--- src/hdl/tccw_pkg.sv ---
// Shared types and constants for the text console cursor writer.
`timescale 1ns / 1ps

package tccw_pkg;

	localparam int CHAR_W  = 8;
	localparam int ATTR_W  = 8;
	localparam int INDEX_W = 11;
	localparam int VALUE_W = 16;
	localparam int DATA_W  = 32;
	localparam int ADDR_W  = 3;

	localparam logic [CHAR_W-1:0] CH_BACKSPACE = 8'd8;
	localparam logic [CHAR_W-1:0] CH_TAB       = 8'd9;
	localparam logic [CHAR_W-1:0] CH_NEWLINE   = 8'd10;
	localparam logic [CHAR_W-1:0] CH_SPACE     = 8'd32;

	localparam int TAB_STEP = 4;

	localparam logic [ATTR_W-1:0] ATTR_RESET = 8'd7;

	typedef struct packed {
		logic               wr;
		logic [INDEX_W-1:0] index;
		logic [CHAR_W-1:0]  chr;
	} cell_write_t;

endpackage

--- src/hdl/tccw_cfg.sv ---
// APB register block holding the text attribute.
`timescale 1ns / 1ps

module tccw_cfg
	import tccw_pkg::*;
(
	input  logic              clk,
	input  logic              arst_n,
	input  logic              psel,
	input  logic              penable,
	input  logic              pwrite,
	input  logic [ADDR_W-1:0] paddr,
	input  logic [DATA_W-1:0] pwdata,
	output logic [DATA_W-1:0] prdata,
	output logic              pready,
	output logic [ATTR_W-1:0] attr
);

	localparam logic REG_TEXT_ATTR = 1'b0;

	logic [ATTR_W-1:0] attr_q;
	logic              sel_attr;

	assign sel_attr = (paddr[ADDR_W-1] == REG_TEXT_ATTR);
	assign pready   = 1'b1;
	assign attr     = attr_q;

	always_ff @(posedge clk or negedge arst_n) begin
		if (!arst_n) begin
			attr_q <= ATTR_RESET;
		end else if (psel && penable && pwrite && pready && sel_attr) begin
			attr_q <= pwdata[ATTR_W-1:0];
		end
	end

	always_comb begin
		prdata = '0;
		if (sel_attr) begin
			prdata = {{(DATA_W-ATTR_W){1'b0}}, attr_q};
		end
	end

endmodule

--- src/hdl/tccw_cursor.sv ---
// Cursor state and next-cursor / cell-write logic for one character.
`timescale 1ns / 1ps

module tccw_cursor
	import tccw_pkg::*;
#(
	parameter int COLUMNS = 80,
	parameter int ROWS    = 25
)
(
	input  logic              clk,
	input  logic              arst_n,
	input  logic              step,
	input  logic [CHAR_W-1:0] char_code,
	output cell_write_t       cell_wr
);

	localparam int ROW_W  = (ROWS > 1) ? $clog2(ROWS) : 1;
	localparam int COL_W  = $clog2(COLUMNS + 1);
	localparam int PROD_W = (ROW_W + COL_W + 1 > INDEX_W) ? ROW_W + COL_W + 1 : INDEX_W;

	logic [ROW_W-1:0]  row_q, row_nxt, row_inc, wr_row;
	logic [COL_W-1:0]  col_q, col_nxt, wr_col, tab_col;
	logic [COL_W:0]    tab_sum;
	logic              full;
	logic              wr;
	logic [CHAR_W-1:0] chr;
	logic [PROD_W-1:0] prod;

	always_comb begin
		row_inc = (row_q == ROW_W'(ROWS - 1)) ? '0 : row_q + 1'b1;
		tab_sum = {1'b0, col_q} + (COL_W+1)'(TAB_STEP);
		tab_col = (tab_sum > (COL_W+1)'(COLUMNS)) ? COL_W'(COLUMNS) : tab_sum[COL_W-1:0];
		full    = (col_q >= COL_W'(COLUMNS));

		row_nxt = row_q;
		col_nxt = col_q;
		wr_row  = row_q;
		wr_col  = col_q;
		wr      = 1'b0;
		chr     = char_code;

		case (char_code)
			CH_NEWLINE: begin
				row_nxt = row_inc;
				col_nxt = '0;
			end
			CH_TAB: begin
				col_nxt = tab_col;
			end
			CH_BACKSPACE: begin
				col_nxt = (col_q == '0) ? '0 : col_q - 1'b1;
				wr_col  = col_nxt;
				wr      = 1'b1;
				chr     = CH_SPACE;
			end
			default: begin
				wr_row  = full ? row_inc : row_q;
				wr_col  = full ? '0 : col_q;
				row_nxt = wr_row;
				col_nxt = wr_col + 1'b1;
				wr      = 1'b1;
			end
		endcase

		prod = PROD_W'(wr_row) * PROD_W'(COLUMNS) + PROD_W'(wr_col);

		cell_wr.wr    = wr;
		cell_wr.index = prod[INDEX_W-1:0];
		cell_wr.chr   = chr;
	end

	always_ff @(posedge clk or negedge arst_n) begin
		if (!arst_n) begin
			row_q <= '0;
			col_q <= '0;
		end else if (step) begin
			row_q <= row_nxt;
			col_q <= col_nxt;
		end
	end

endmodule

--- src/hdl/text_console_cursor_writer_unit.sv ---
// Top level of the text console cursor writer.
// Usage:
//   Character requests come in on char_valid/char_ready/char_code, one byte
//   each. Backspace, tab and newline move the cursor; every other byte is
//   printable. Printable bytes and backspace give one cell write request on
//   cell_valid/cell_ready with cell_index (row * COLUMNS + column) and
//   cell_value (attribute in the high byte, character in the low byte).
//   Tab and newline give no cell write.
//   A byte taken into the input register moves on to the output register, where
//   its cell write shows, once that register is empty or draining. One byte per
//   cycle is taken sustained while the receiver does not stall; the cursor update
//   and index multiply-add are combinational between the two registers.
//   When the receiver stalls, the output register holds its request and the
//   input register takes one more byte; char_ready then drops until the
//   output drains.
//   Reset clears the cursor to row 0, column 0, empties both registers and
//   sets the attribute to 7. The attribute register sits at byte address 0 of
//   the APB port; the user writes it only while no byte is in flight (unchecked).
`timescale 1ns / 1ps

module text_console_cursor_writer_unit
	import tccw_pkg::*;
#(
	parameter int COLUMNS = 80,
	parameter int ROWS    = 25
)
(
	input  logic               clk,
	input  logic               arst_n,
	input  logic               psel,
	input  logic               penable,
	input  logic               pwrite,
	input  logic [ADDR_W-1:0]  paddr,
	input  logic [DATA_W-1:0]  pwdata,
	output logic [DATA_W-1:0]  prdata,
	output logic               pready,
	input  logic               char_valid,
	output logic               char_ready,
	input  logic [CHAR_W-1:0]  char_code,
	output logic               cell_valid,
	input  logic               cell_ready,
	output logic [INDEX_W-1:0] cell_index,
	output logic [VALUE_W-1:0] cell_value
);

	logic [ATTR_W-1:0]  attr;
	logic               valid_s1;
	logic [CHAR_W-1:0]  char_s1;
	logic               valid_s2;
	logic [INDEX_W-1:0] index_s2;
	logic [VALUE_W-1:0] value_s2;
	logic               adv;
	cell_write_t        cell_wr;

	tccw_cfg u_cfg (
		.clk     (clk),
		.arst_n  (arst_n),
		.psel    (psel),
		.penable (penable),
		.pwrite  (pwrite),
		.paddr   (paddr),
		.pwdata  (pwdata),
		.prdata  (prdata),
		.pready  (pready),
		.attr    (attr)
	);

	tccw_cursor #(
		.COLUMNS (COLUMNS),
		.ROWS    (ROWS)
	) u_cursor (
		.clk       (clk),
		.arst_n    (arst_n),
		.step      (adv),
		.char_code (char_s1),
		.cell_wr   (cell_wr)
	);

	assign adv        = valid_s1 && (!valid_s2 || cell_ready);
	assign char_ready = !valid_s1 || adv;

	always_ff @(posedge clk or negedge arst_n) begin
		if (!arst_n) begin
			valid_s1 <= 1'b0;
		end else if (char_ready) begin
			valid_s1 <= char_valid;
		end
	end

	always_ff @(posedge clk) begin
		if (char_valid && char_ready) begin
			char_s1 <= char_code;
		end
	end

	always_ff @(posedge clk or negedge arst_n) begin
		if (!arst_n) begin
			valid_s2 <= 1'b0;
		end else if (adv) begin
			valid_s2 <= cell_wr.wr;
		end else if (cell_ready) begin
			valid_s2 <= 1'b0;
		end
	end

	always_ff @(posedge clk) begin
		if (adv && cell_wr.wr) begin
			index_s2 <= cell_wr.index;
			value_s2 <= {attr, cell_wr.chr};
		end
	end

	assign cell_valid = valid_s2;
	assign cell_index = index_s2;
	assign cell_value = value_s2;

endmodule

--- config.mk ---
export PLATFORM = sky130hd
export DESIGN_NAME = text_console_cursor_writer_unit
export DESIGN_NICKNAME = d
export VERILOG_FILES = /design/src/hdl/tccw_pkg.sv /design/src/hdl/tccw_cfg.sv /design/src/hdl/tccw_cursor.sv /design/src/hdl/text_console_cursor_writer_unit.sv
export SDC_FILE = /design/constraint.sdc
export NUM_CORES = 1
export LEC_CHECK = 0
export BUFFER_PORTS_ARGS = -buffer_cell sky130_fd_sc_hd__buf_2
export CAP_MARGIN = 10
export CORE_UTILIZATION = 56
export DETAILED_ROUTE_END_ITERATION = 12
export GPL_TIMING_DRIVEN = 0
export MAX_ROUTING_LAYER = met4
export PLACE_DENSITY = 0.9
export SLEW_MARGIN = 30
export SYNTH_ARGS = -nofsm -noshare
export SYNTH_HDL_FRONTEND = slang
export SYNTH_HIERARCHICAL = 1
export SYNTH_SLANG_ARGS = --single-unit
--- constraint.sdc ---
create_clock -name clk -period 6.8 [get_ports clk]
set_input_delay 1.02 -clock clk [delete_from_list [all_inputs] [get_ports clk]]
set_output_delay 1.02 -clock clk [all_outputs]
set_load 0.01 [all_outputs]
## Word level (Yosys, flattened, before mapping)

Cells that the tools add are included.

- Output and inout bits: 62
- Flip-flop bits (word level): 57
- Bits of input ports: 50

- Reduce and logical (&&, ||, !) cells: 16
- Bitwise gates (word level): 2
- $lt $le $gt $ge: 2
- Muxes and demuxes: 13
- Equality and inequality tests: 4
- $add $sub $neg: 5
- $mul: 1

Operator list:

| cell | count |
|---|---|
| 8-bit by 4-bit equality test with 1-bit output (second input constant) | 3 |
| 7-bit 2-to-1 mux | 3 |
| 7-bit one-hot mux with 3 select lines | 1 |
| 5-bit 2-to-1 mux | 3 |
| 7-bit one-hot mux with 2 select lines | 1 |
| 11-bit by 7-bit adder with 11-bit output | 1 |
| 5-bit one-hot mux with 2 select lines | 1 |
| 7-bit by 3-bit adder with 8-bit output (second input constant) | 1 |
| 8-bit by 7-bit > comparator with 1-bit output (second input constant) | 1 |
| 8-bit 2-to-1 mux | 1 |
| 7-bit by 1-bit adder with 7-bit output (second input constant) | 1 |
| 7-bit >= comparator (second input constant) | 1 |
| 7-bit zero test | 1 |
| 5-bit by 3-bit multiplier with 7-bit output (second input constant) | 1 |
| 7-bit by 1-bit subtractor with 7-bit output (second input constant) | 1 |
| 1-bit logical AND | 6 |
| 5-bit by 1-bit adder with 5-bit output (second input constant) | 1 |
| 5-bit equality test (second input constant) | 1 |
| 2-bit OR reduction | 2 |
| 1-bit 2-to-1 mux | 3 |
| 3-bit OR reduction | 1 |
| 1-bit zero test | 2 |
| 1-bit logical OR | 2 |
| 1-bit inverter | 2 |
| other kinds (2) | 2 |

## Depth between registers and ports, before layout

Gate-level depths: netlist of the first run.

- Word-level depth: 6
- Mapped depth: 14
- Gate-level depth less buffers: 14

## Modules after synthesis

Netlist of the first run, hierarchy kept.

Modules (own cells, without submodules):

| module | area an instance (µm²) | instances | cells each |
|---|---|---|---|
| tccw_cursor | 1,789.2 | 1 | 233 |
| text_console_cursor_writer_unit | 1,159.9 | 1 | 45 |
| tccw_cfg | 583.1 | 1 | 52 |

## Least setup slack after synthesis of the first run

Ideal clock, no wire load.

- Path kind: reg-to-reg
- From: reg char_s1[2]
- To: reg index_s2[10] (netlist: cell_index[10]) (data pin)
- Clock period less this slack: 3.368 ns
- Data arrival time: 3.110 ns
- Cell stages (with the launch flop): 13
- Path slack: 3.432 ns
- Path buffers: 1
- Cell sequence: edfxtp_1 nor4b_1 a31oi_1 clkbuf_1 a21oi_1 inv_1 ha_1 ha_1 fa_1 xor2_1 o2111ai_1 xnor2_1 xnor2_1

RTL lines:

| element | RTL line | RTL |
|---|---|---|
| start: declaration | text_console_cursor_writer_unit.sv:48 | `logic [CHAR_W-1:0] char_s1;` |
| start signal: assignment | text_console_cursor_writer_unit.sv:92 | `char_s1 <= char_code;` |
| end signal: assignment | text_console_cursor_writer_unit.sv:108 | `index_s2 <= cell_wr.index;` |
| end: declaration | text_console_cursor_writer_unit.sv:50 | `logic [INDEX_W-1:0] index_s2;` |

==> results.cfg, run 1 <==
[min_path]
holdPathStages = 0
whs_endpoint = cell_value[12]
worstHoldStart = u_cfg/attr[4]
hp-class = flip-flop to flip-flop

[timing]
max_freq_mhz = 250
finalCritPeriodShare_pct = 58.7
fin_crit_ns = 3.99
skew_ns = 0.0114
slew_viol_final = 0
worst_slew_pin_slew_ns = 0.822
slew_headroom_pct = 44.6
setup_violations = 0
finalSetupTns_ns = 0
rsz0062_at_grt = no
hold_viol = 0

[floorplanning]
start_util_pct = 59.0
boundaryPins = 112
die_y_um = 81.4
die-area_um2 = 6630
core-area_um2 = 5990
rows = 28
die_w_um = 81.4

[setup_path]
arrival_ns = 4.08
path_class = flip-flop to flip-flop
path_max_fanout = 10
required_ns = 6.89
r2r_cells = 14
start_kind = flip-flop
cp-end-kind = flip-flop
reg2reg_slack_ns = 2.81
r2r-start = u_cursor/col_q[6]
r2r-end = cell_index[10]

[yosys]
ys_seq_area_share_pct = 45.4
syn_avg_cell_area_um2 = 10.7
yosys.cell_types.count = 63
synth_area_leaders = edfxtp_1 (30%), dfrtp_1 (13%), ha_1 (5.7%)
synth_commonest_cells = edfxtp_1 (35), buf_4 (26), o21ai_0 (23)
synth_top_area_cell = edfxtp_1
syn-cell-area_um2 = 3530
synth-edff-count = 35
ys.flop_type = edfxtp_1
yosysWarnings = 6
postSynthCellCount = 330
synth_most_common_cell = edfxtp_1
yosys.area.top_type_share_pct = 29.8
ys_async_sr_fraction_pct = 38.6
ys_ff_latch = 57

[grt]
grt_pass1_vias = 2635
grt_use_total_pct = 26.3
antenna_found_initial = 0
grt_pass1_wl_um = 12400
grt_overflow_total = 0
grt_max_degree = 25

[clock_network]
cts.sink_count = 57
clk_pin_slew_ns = 0.06
cts_hold_buf = 0
post_cts_resized = 0
cts_tree = done
cts_max_path_buffers = 2
cts_made_buffers = 9
clk_latency_ns = 0.34
root_buffer = clkbuf_8
htreeDepth = 3
postCtsSetupBuffers = 0

[outcome]
status = finished, final reports clean

[drt]
drt_iter0_markers = 175
firstDrtPassIters = 4
routedWlPerCell_um = 15.7
wl_um = 7920
num_vias = 2799
viasPerCell = 5.54
postRouteAntennaNets = 0
drc = 0

[layout]
syn2layout_area_growth_pct = 20.5
diodes = 0
finalInstanceArea_um2 = 4260
nets = 493
drive_above_1_share_pct = 32.6
fin_util_pct = 71.1

[placement]
place_area_um2 = 4050
portBuffers = 60
place_congestion = 0.910
hpwl_um = 5770

[job]
maxCapViolCount = 0

[power_and_ir_drop]
power-per-cell-area_nw_per_um2 = 303
p_leak_uw = 0.00193
power_uw = 1290
peakVddDrop_v = 0.000236
==> report_power, final <==
part | internal (uW) | total, uW | leakage [uW] | switching, uW
registers | 458 | 502 | 0.000594 | 43.9
logic | 189 | 449 | 0.00123 | 260
clock network | 204 | 338 | 0.000108 | 134
total | 851 | 1290 | 0.00193 | 437
==> layer usage <==
layer	routed length [um]	track usage, %	share of wire, %
met5	0	-	0
met4	139	11.8	1.8
met3	557	6.56	7.0
met2	4050	43.3	51
met1	3180	30.4	40
==> sequential cells by signal, indices dropped and copies added, names as in the netlist <==
register / cells
cell_value: 16
cell_index: 11
char_s1: 8
u_cfg/attr: 8
u_cursor/col_q: 7
u_cursor/row_q: 5
cell_valid: 1
valid_s1: 1
==> logic make-up after synthesis <==
logic type                 count (synthesis)  share of synthesized area, %
AOI/OAI and AO/OA                         78                          15.2
xor gates and xnor gates                  11                          2.73
adders and majority gates                 18                          6.80
buffers and inverters                     59                          9.32
DFF                                       57                          45.4
muxes                                     12                          3.79
other                                      2                         0.213
and+or+nand+nor                           93                          16.5
==> worst max-delay path by stage <==
stage	startpoint	endpoint	slack (ns)	depth (start not counted)
floorplan	char_s1[2]	cell_index[10]	3.43	12
global placement	u_cursor/col_q[6]	cell_index[10]	2.92	14
detailed placement	u_cursor/col_q[6]	cell_index[10]	2.90	14
CTS	u_cursor/col_q[6]	cell_index[10]	2.86	14
global route	u_cursor/col_q[6]	cell_index[10]	2.53	14
finish	u_cursor/col_q[6]	cell_index[10]	2.81	14
==> per-stage QoR <==
step / cells / worst slack, ns / hold WS (ns)
final: 505 / 2.81 / 0.463
after global routing: 505 / 2.53 / 0.488
after CTS: 505 / 2.86 / 0.465
after detailed placement: 489 / 2.90 / 0.455
after global placement: 488 / 2.92 / 0.443
after floorplan: 353 / 3.43 / 0.435
==> placed cells by master (no fill, tap or decap), drive strengths merged, types with 3 or more instances in the layout <==
cell and n:
buf 90, edfxtp 35, conb 25, clkbuf 25
o21ai 23, nand2 21, dfrtp 19, nor2 17
ha 16, inv 15, mux2 11, a21oi 10
nand3 9, and2b 8, xnor2 8, nor3 7
a31oi 6, a21o 6, nor2b 6, o211ai 5
clkinv 4, dfstp 3, xor2 3, and3 3
a22o 3, a31o 3, a32oi 3, nand4b 3
nor4 3
==> final cells by class <==
type | count | area [um2]
Fill cell | 422 | 1730
Multi-Input combinational cell | 237 | 1690
Sequential cell | 57 | 1610
Timing Repair Buffer | 61 | 328
Buffer | 44 | 273
Clock buffer | 10 | 128
Tap cell | 75 | 93.8
Clock inverter | 6 | 82.6
Inverter | 15 | 56.3
==> worst max-delay path, cell delays in order (launching register included) <==
cell	delay, ns
dfrtp_1	0.31
buf_2	0.19
o21ai_0	0.33
a31oi_1	0.47
clkbuf_1	0.38
nor2_1	0.07
a21oi_1	0.24
inv_1	0.11
ha_1	0.31
ha_1	0.22
fa_1	0.39
xor2_1	0.25
o2111ai_1	0.17
xnor2_1	0.17
xnor2_1	0.13
(Power assumes the default switching activity.)
==> run 2, diff against run 1 <==
- CORE_UTILIZATION: 56 -> 47
- PLACE_DENSITY: 0.9 -> 0.8
- clock period: 6.8 -> 3.5 ns (I/O delays scaled with it)
==> results.cfg, run 2 (synthesized netlist as in run 1, its figures left out) <==
[floorplanning]
core-area_um2 = 7250
die_w_um = 88.7
start_util_pct = 48.7
die-area_um2 = 7870
die_y_um = 88.7
boundaryPins = 112
rows = 31

[setup_path]
cp-end-kind = flip-flop
path_max_fanout = 10
arrival_ns = 3.46
r2r-start = char_s1[1]
path_class = flip-flop to flip-flop
reg2reg_slack_ns = 0.13
required_ns = 3.59
start_kind = flip-flop
crit_path_start = char_s1[1]

[layout]
drive_above_1_share_pct = 36.6
final_cells = 533
final_common_cell = buf_2
final_cell_mix = buf_2 (61), edfxtp_1 (35), buf_4 (31), conb_1 (25), o21ai_0 (22)
syn2layout_area_growth_pct = 25.2
diodes = 0
finalInstanceArea_um2 = 4420
nets = 497
largest_reg_flops = 16

[drt]
drt_iter0_markers = 143
num_vias = 2861
viasPerCell = 5.37
postRouteAntennaNets = 0
drc = 0
routedWlPerCell_um = 14.8
firstDrtPassIters = 5
wl_um = 7890

[grt]
grt_overflow_total = 0
grt_pass1_wl_um = 11900
antenna_found_initial = 0
grt_max_degree = 23
grt_pass1_vias = 2540
grt_use_total_pct = 20.7

[clock_network]
clk_pin_slew_ns = 0.08
root_buffer = clkbuf_8
cts.sink_count = 57
cts_max_path_buffers = 2
cts_made_buffers = 9
cts_tree = done
cts_hold_buf = 0
clk_latency_ns = 0.34
htreeDepth = 3

[power_and_ir_drop]
p_sw_uw = 882
peakVddDrop_v = 0.000295
power-per-cell-area_nw_per_um2 = 596
p_seq_share_pct = 37.1
p_sw_share_pct = 33.5
intPower_uw = 1750
p_leak_uw = 0.00199
pwr-share-clk_pct = 29.2
p_comb_share_pct = 33.7

[timing]
hold_viol = 0
skew_ns = 0.0115
slew_headroom_pct = 59.3
finalCritPeriodShare_pct = 96.3
fin_crit_ns = 3.37
max_freq_mhz = 297
slew_viol_final = 0
worst_slew_pin_slew_ns = 0.605
setup_violations = 0

[placement]
dp.cells = 513
place_congestion = 0.978
place_area_um2 = 4080
portBuffers = 60
hpwl_um = 5600

[min_path]
hp-class = primary input to async pin

[outcome]
status = finished, final reports clean

[job]
maxCapViolCount = 0
## run 2: changes by cell type in the layout (fill, tap and decap cells not counted), moves of 2 or more
cell,delta
clkinv_2,-2
clkbuf_1,-4
clkbuf_2,+2
buf_4,+5
nor2_1,-2
inv_6,+2
nor2_2,+2
## run 2: timing repair
| action | CTS | global route |
|---|---|---|
| gates cloned | 0 | 0 |
| setup buffers | 0 | 4 |
| endpoints found under the setup margin | 2 | 2 |
| pin swaps | 0 | 2 |
| resized for setup | 7 | 15 |
## run 2: area by class of cell
type / count / area, um2
Clock buffer: 9 / 124
Clock inverter: 7 / 125
Inverter: 15 / 56.3
Fill cell: 596 / 2830
Timing Repair Buffer: 65 / 358
Sequential cell: 57 / 1610
Tap cell: 99 / 124
Buffer: 44 / 282
Multi-Input combinational cell: 237 / 1750
## run 2: final timing paths
check | endpoint | depth (start not counted)
worst max-delay path | cell_index[10] | 12
worst min-delay path | u_cursor/col_q[2] | 1
worst max register to register | cell_index[10] | 12
worst min register to register | cell_value[15] | 0
max in group asynchronous | u_cursor/col_q[0] | 1
min in group clk | char_s1[4] | 1
## run 2: power groups by stage
stage	Sequential [uW]	Combinational (uW)	Clock (uW)
6_report	978	887	771
5_1_grt	997	985	809
4_1_cts	978	857	778
3_5_place_dp	988	843	0
3_3_place_gp	980	820	0
2_1_floorplan	1000	579	0
## run 2: metal layers
metal | vias up | GRT usage (%) | part of all wire (%)
met3 | 25 | 4.57 | 7.0
met5 | - | - | 0
li1 | 1349 | - | -
met1 | 1343 | 23.3 | 40
met2 | 144 | 35.2 | 49
met4 | 0 | 9.24 | 3.2
## run 2: worst max-delay path: stages (launching register included)
cell and delay [ns]:
edfxtp_1 0.52, or4_1 0.57, a311o_1 0.37, buf_6 0.16, o211ai_1 0.18, a22o_1 0.17, ha_1 0.16, inv_1 0.05
fa_2 0.36, nor2b_2 0.15, o2111ai_1 0.14, xnor2_1 0.17, xnor2_1 0.13
## run 2: metrics by stage
step           util, %  hold slack [ns]  power, uW  worst slack [ns]  TNS [ns]
2_1_floorplan        -            0.229       1580             0.132         0
3_3_place_gp      55.7            0.444       1800            -0.330     -2.88
3_5_place_dp      56.2            0.455       1830            -0.372    -0.465
4_1_cts           60.1            0.184       2610            0.0445         0
5_1_grt           60.9            0.196       2790           -0.0598   -0.0598
6_report          60.9            0.161       2640             0.128         0
==> run 3, diff against run 2 <==
- GPL_TIMING_DRIVEN: 0 -> not set
==> results.cfg, run 3 (synthesized netlist as in run 1, its figures left out) <==
[setup_path]
max_stage_delay_ns = 0.57
path_class = flip-flop to flip-flop
cp-end-kind = flip-flop
slowest_stage = or4b_4
start_kind = flip-flop
r2r_cells = 12
r2r-end = cell_index[10]
crit_buf_inv = 2
path_max_fanout = 5
required_ns = 3.59
arrival_ns = 3.46
r2r-start = char_s1[2]
crit_family = compound AO/OA/AOI/OAI gates
cp_common_cell = xnor2_1
reg2reg_slack_ns = 0.13
path_cells = buf_4 > or4b_4 > a311o_1 > o21ai_0 > a22o_1 > ha_1 > inv_1 > fa_2 > nor2b_1 > o2111ai_1 > xnor2_1 > xnor2_1

[clock_network]
cts_hold_buf = 0
clk_pin_slew_ns = 0.07
cts_max_path_buffers = 2
clk_latency_ns = 0.34
postCtsSetupBuffers = 0
htreeDepth = 3
cts_made_buffers = 9
root_buffer = clkbuf_8
cts_tree = done
cts.sink_count = 57

[timing]
holdWs_ns = 0.172
skew_ns = 0.0101
setup_violations = 0
worst_slew_pin_slew_ns = 0.568
slew_headroom_pct = 62.1
max_freq_mhz = 297
finalSetupTns_ns = 0
slew_viol_final = 0
rsz0062_at_grt = no
finalCritPeriodShare_pct = 96.3
hold_viol = 0
layout_setup_ws_ns = 0.128
fin_crit_ns = 3.37

[layout]
fillers = 621
final_common_cell = buf_2
final_cell_mix = buf_2 (60), edfxtp_1 (35), conb_1 (25), o21ai_0 (23), nand2_1 (21)
fin_util_pct = 57.5
largest_reg_flops = 16
drive_above_1_share_pct = 33.3
multiInputGateArea_um2 = 1710
syn2layout_area_growth_pct = 18.1
diodes = 0
nets = 468
seqCellArea_um2 = 1610

[grt]
grt_use_total_pct = 20.0
antenna_found_initial = 0
grt_pass1_vias = 2449
grt_max_degree = 28
grt_overflow_total = 0
grt_pass1_wl_um = 11400

[outcome]
status = finished, final reports clean

[floorplanning]
die_w_um = 88.7
rows = 31
boundaryPins = 112
core-area_um2 = 7250
start_util_pct = 48.7
die-area_um2 = 7870
die_y_um = 88.7

[drt]
drt_iter0_markers = 139
postRouteAntennaNets = 0
num_vias = 2704
drc = 0
viasPerCell = 5.37
firstDrtPassIters = 7
wl_um = 7290
routedWlPerCell_um = 14.5

[power_and_ir_drop]
p_leak_uw = 0.00184
peakVddDrop_v = 0.000282
power-per-cell-area_nw_per_um2 = 604

[min_path]
hp-class = primary input to async pin

[placement]
portBuffers = 60
hpwl_um = 5260
place_congestion = 0.912
dp_slack_ns = -0.00475

[job]
maxCapViolCount = 0
[run 3: cell types whose count changed in the layout (fill, tap and decap cells not counted), moves of 2 or more]
cell        previous run  this run
clkbuf_1              12         0
nor2_2                 2         0
clkbuf_2               2         0
clkinvlp_4             0         2
buf_4                 31        20
nor2_1                15        17
[run 3: worst max path at each step]
stage	from	endpoint	slack (ns)	cells after the start
floorplan	char_s1[2]	cell_index[10]	0.13	12
global placement	char_s1[5]	cell_index[10]	0.06	12
detailed placement	char_s1[5]	cell_index[10]	-0.005	12
CTS	char_s1[5]	cell_index[10]	0.12	12
global route	char_s1[2]	cell_index[10]	0.005	12
finish	char_s1[2]	cell_index[10]	0.13	12
[run 3: layout make-up]
class,instances,area share (%)
clock buffers,9,2.97
clock inverters,7,2.43
multi-input cells,237,41.0
well taps,99,2.97
flip-flops and latches,57,38.5
repair buffers,80,10.8
inverters,15,1.35
[run 3: metrics by stage]
step | power [uW] | cells | cell area, um2
6_report | 2520 | 504 | 4170
3_3_place_gp | 1790 | 488 | 3920
4_1_cts | 2530 | 504 | 4160
2_1_floorplan | 1580 | 353 | 3620
5_1_grt | 2680 | 504 | 4170
3_5_place_dp | 1830 | 488 | 3920
[run 3: metal layers]
layer | part of all wire [%] | global-route usage [%] | up-vias
met1 | 43 | 24.1 | 1295
li1 | - | - | 1293
met2 | 49 | 32.0 | 104
met5 | 0 | - | -
met4 | 1.6 | 8.21 | 0
met3 | 6.2 | 5.13 | 12
[run 3: repair_timing]
action                                  in CTS  in global routing
endpoints found under the setup margin       1                  1
pin swaps                                    0                  4
gates resized for setup                      2                  2
[run 3: power by group]
part | internal [uW] | total [uW] | switching, uW
sequential | 889 | 971 | 82.9
clock | 406 | 694 | 288
combinational | 365 | 856 | 491
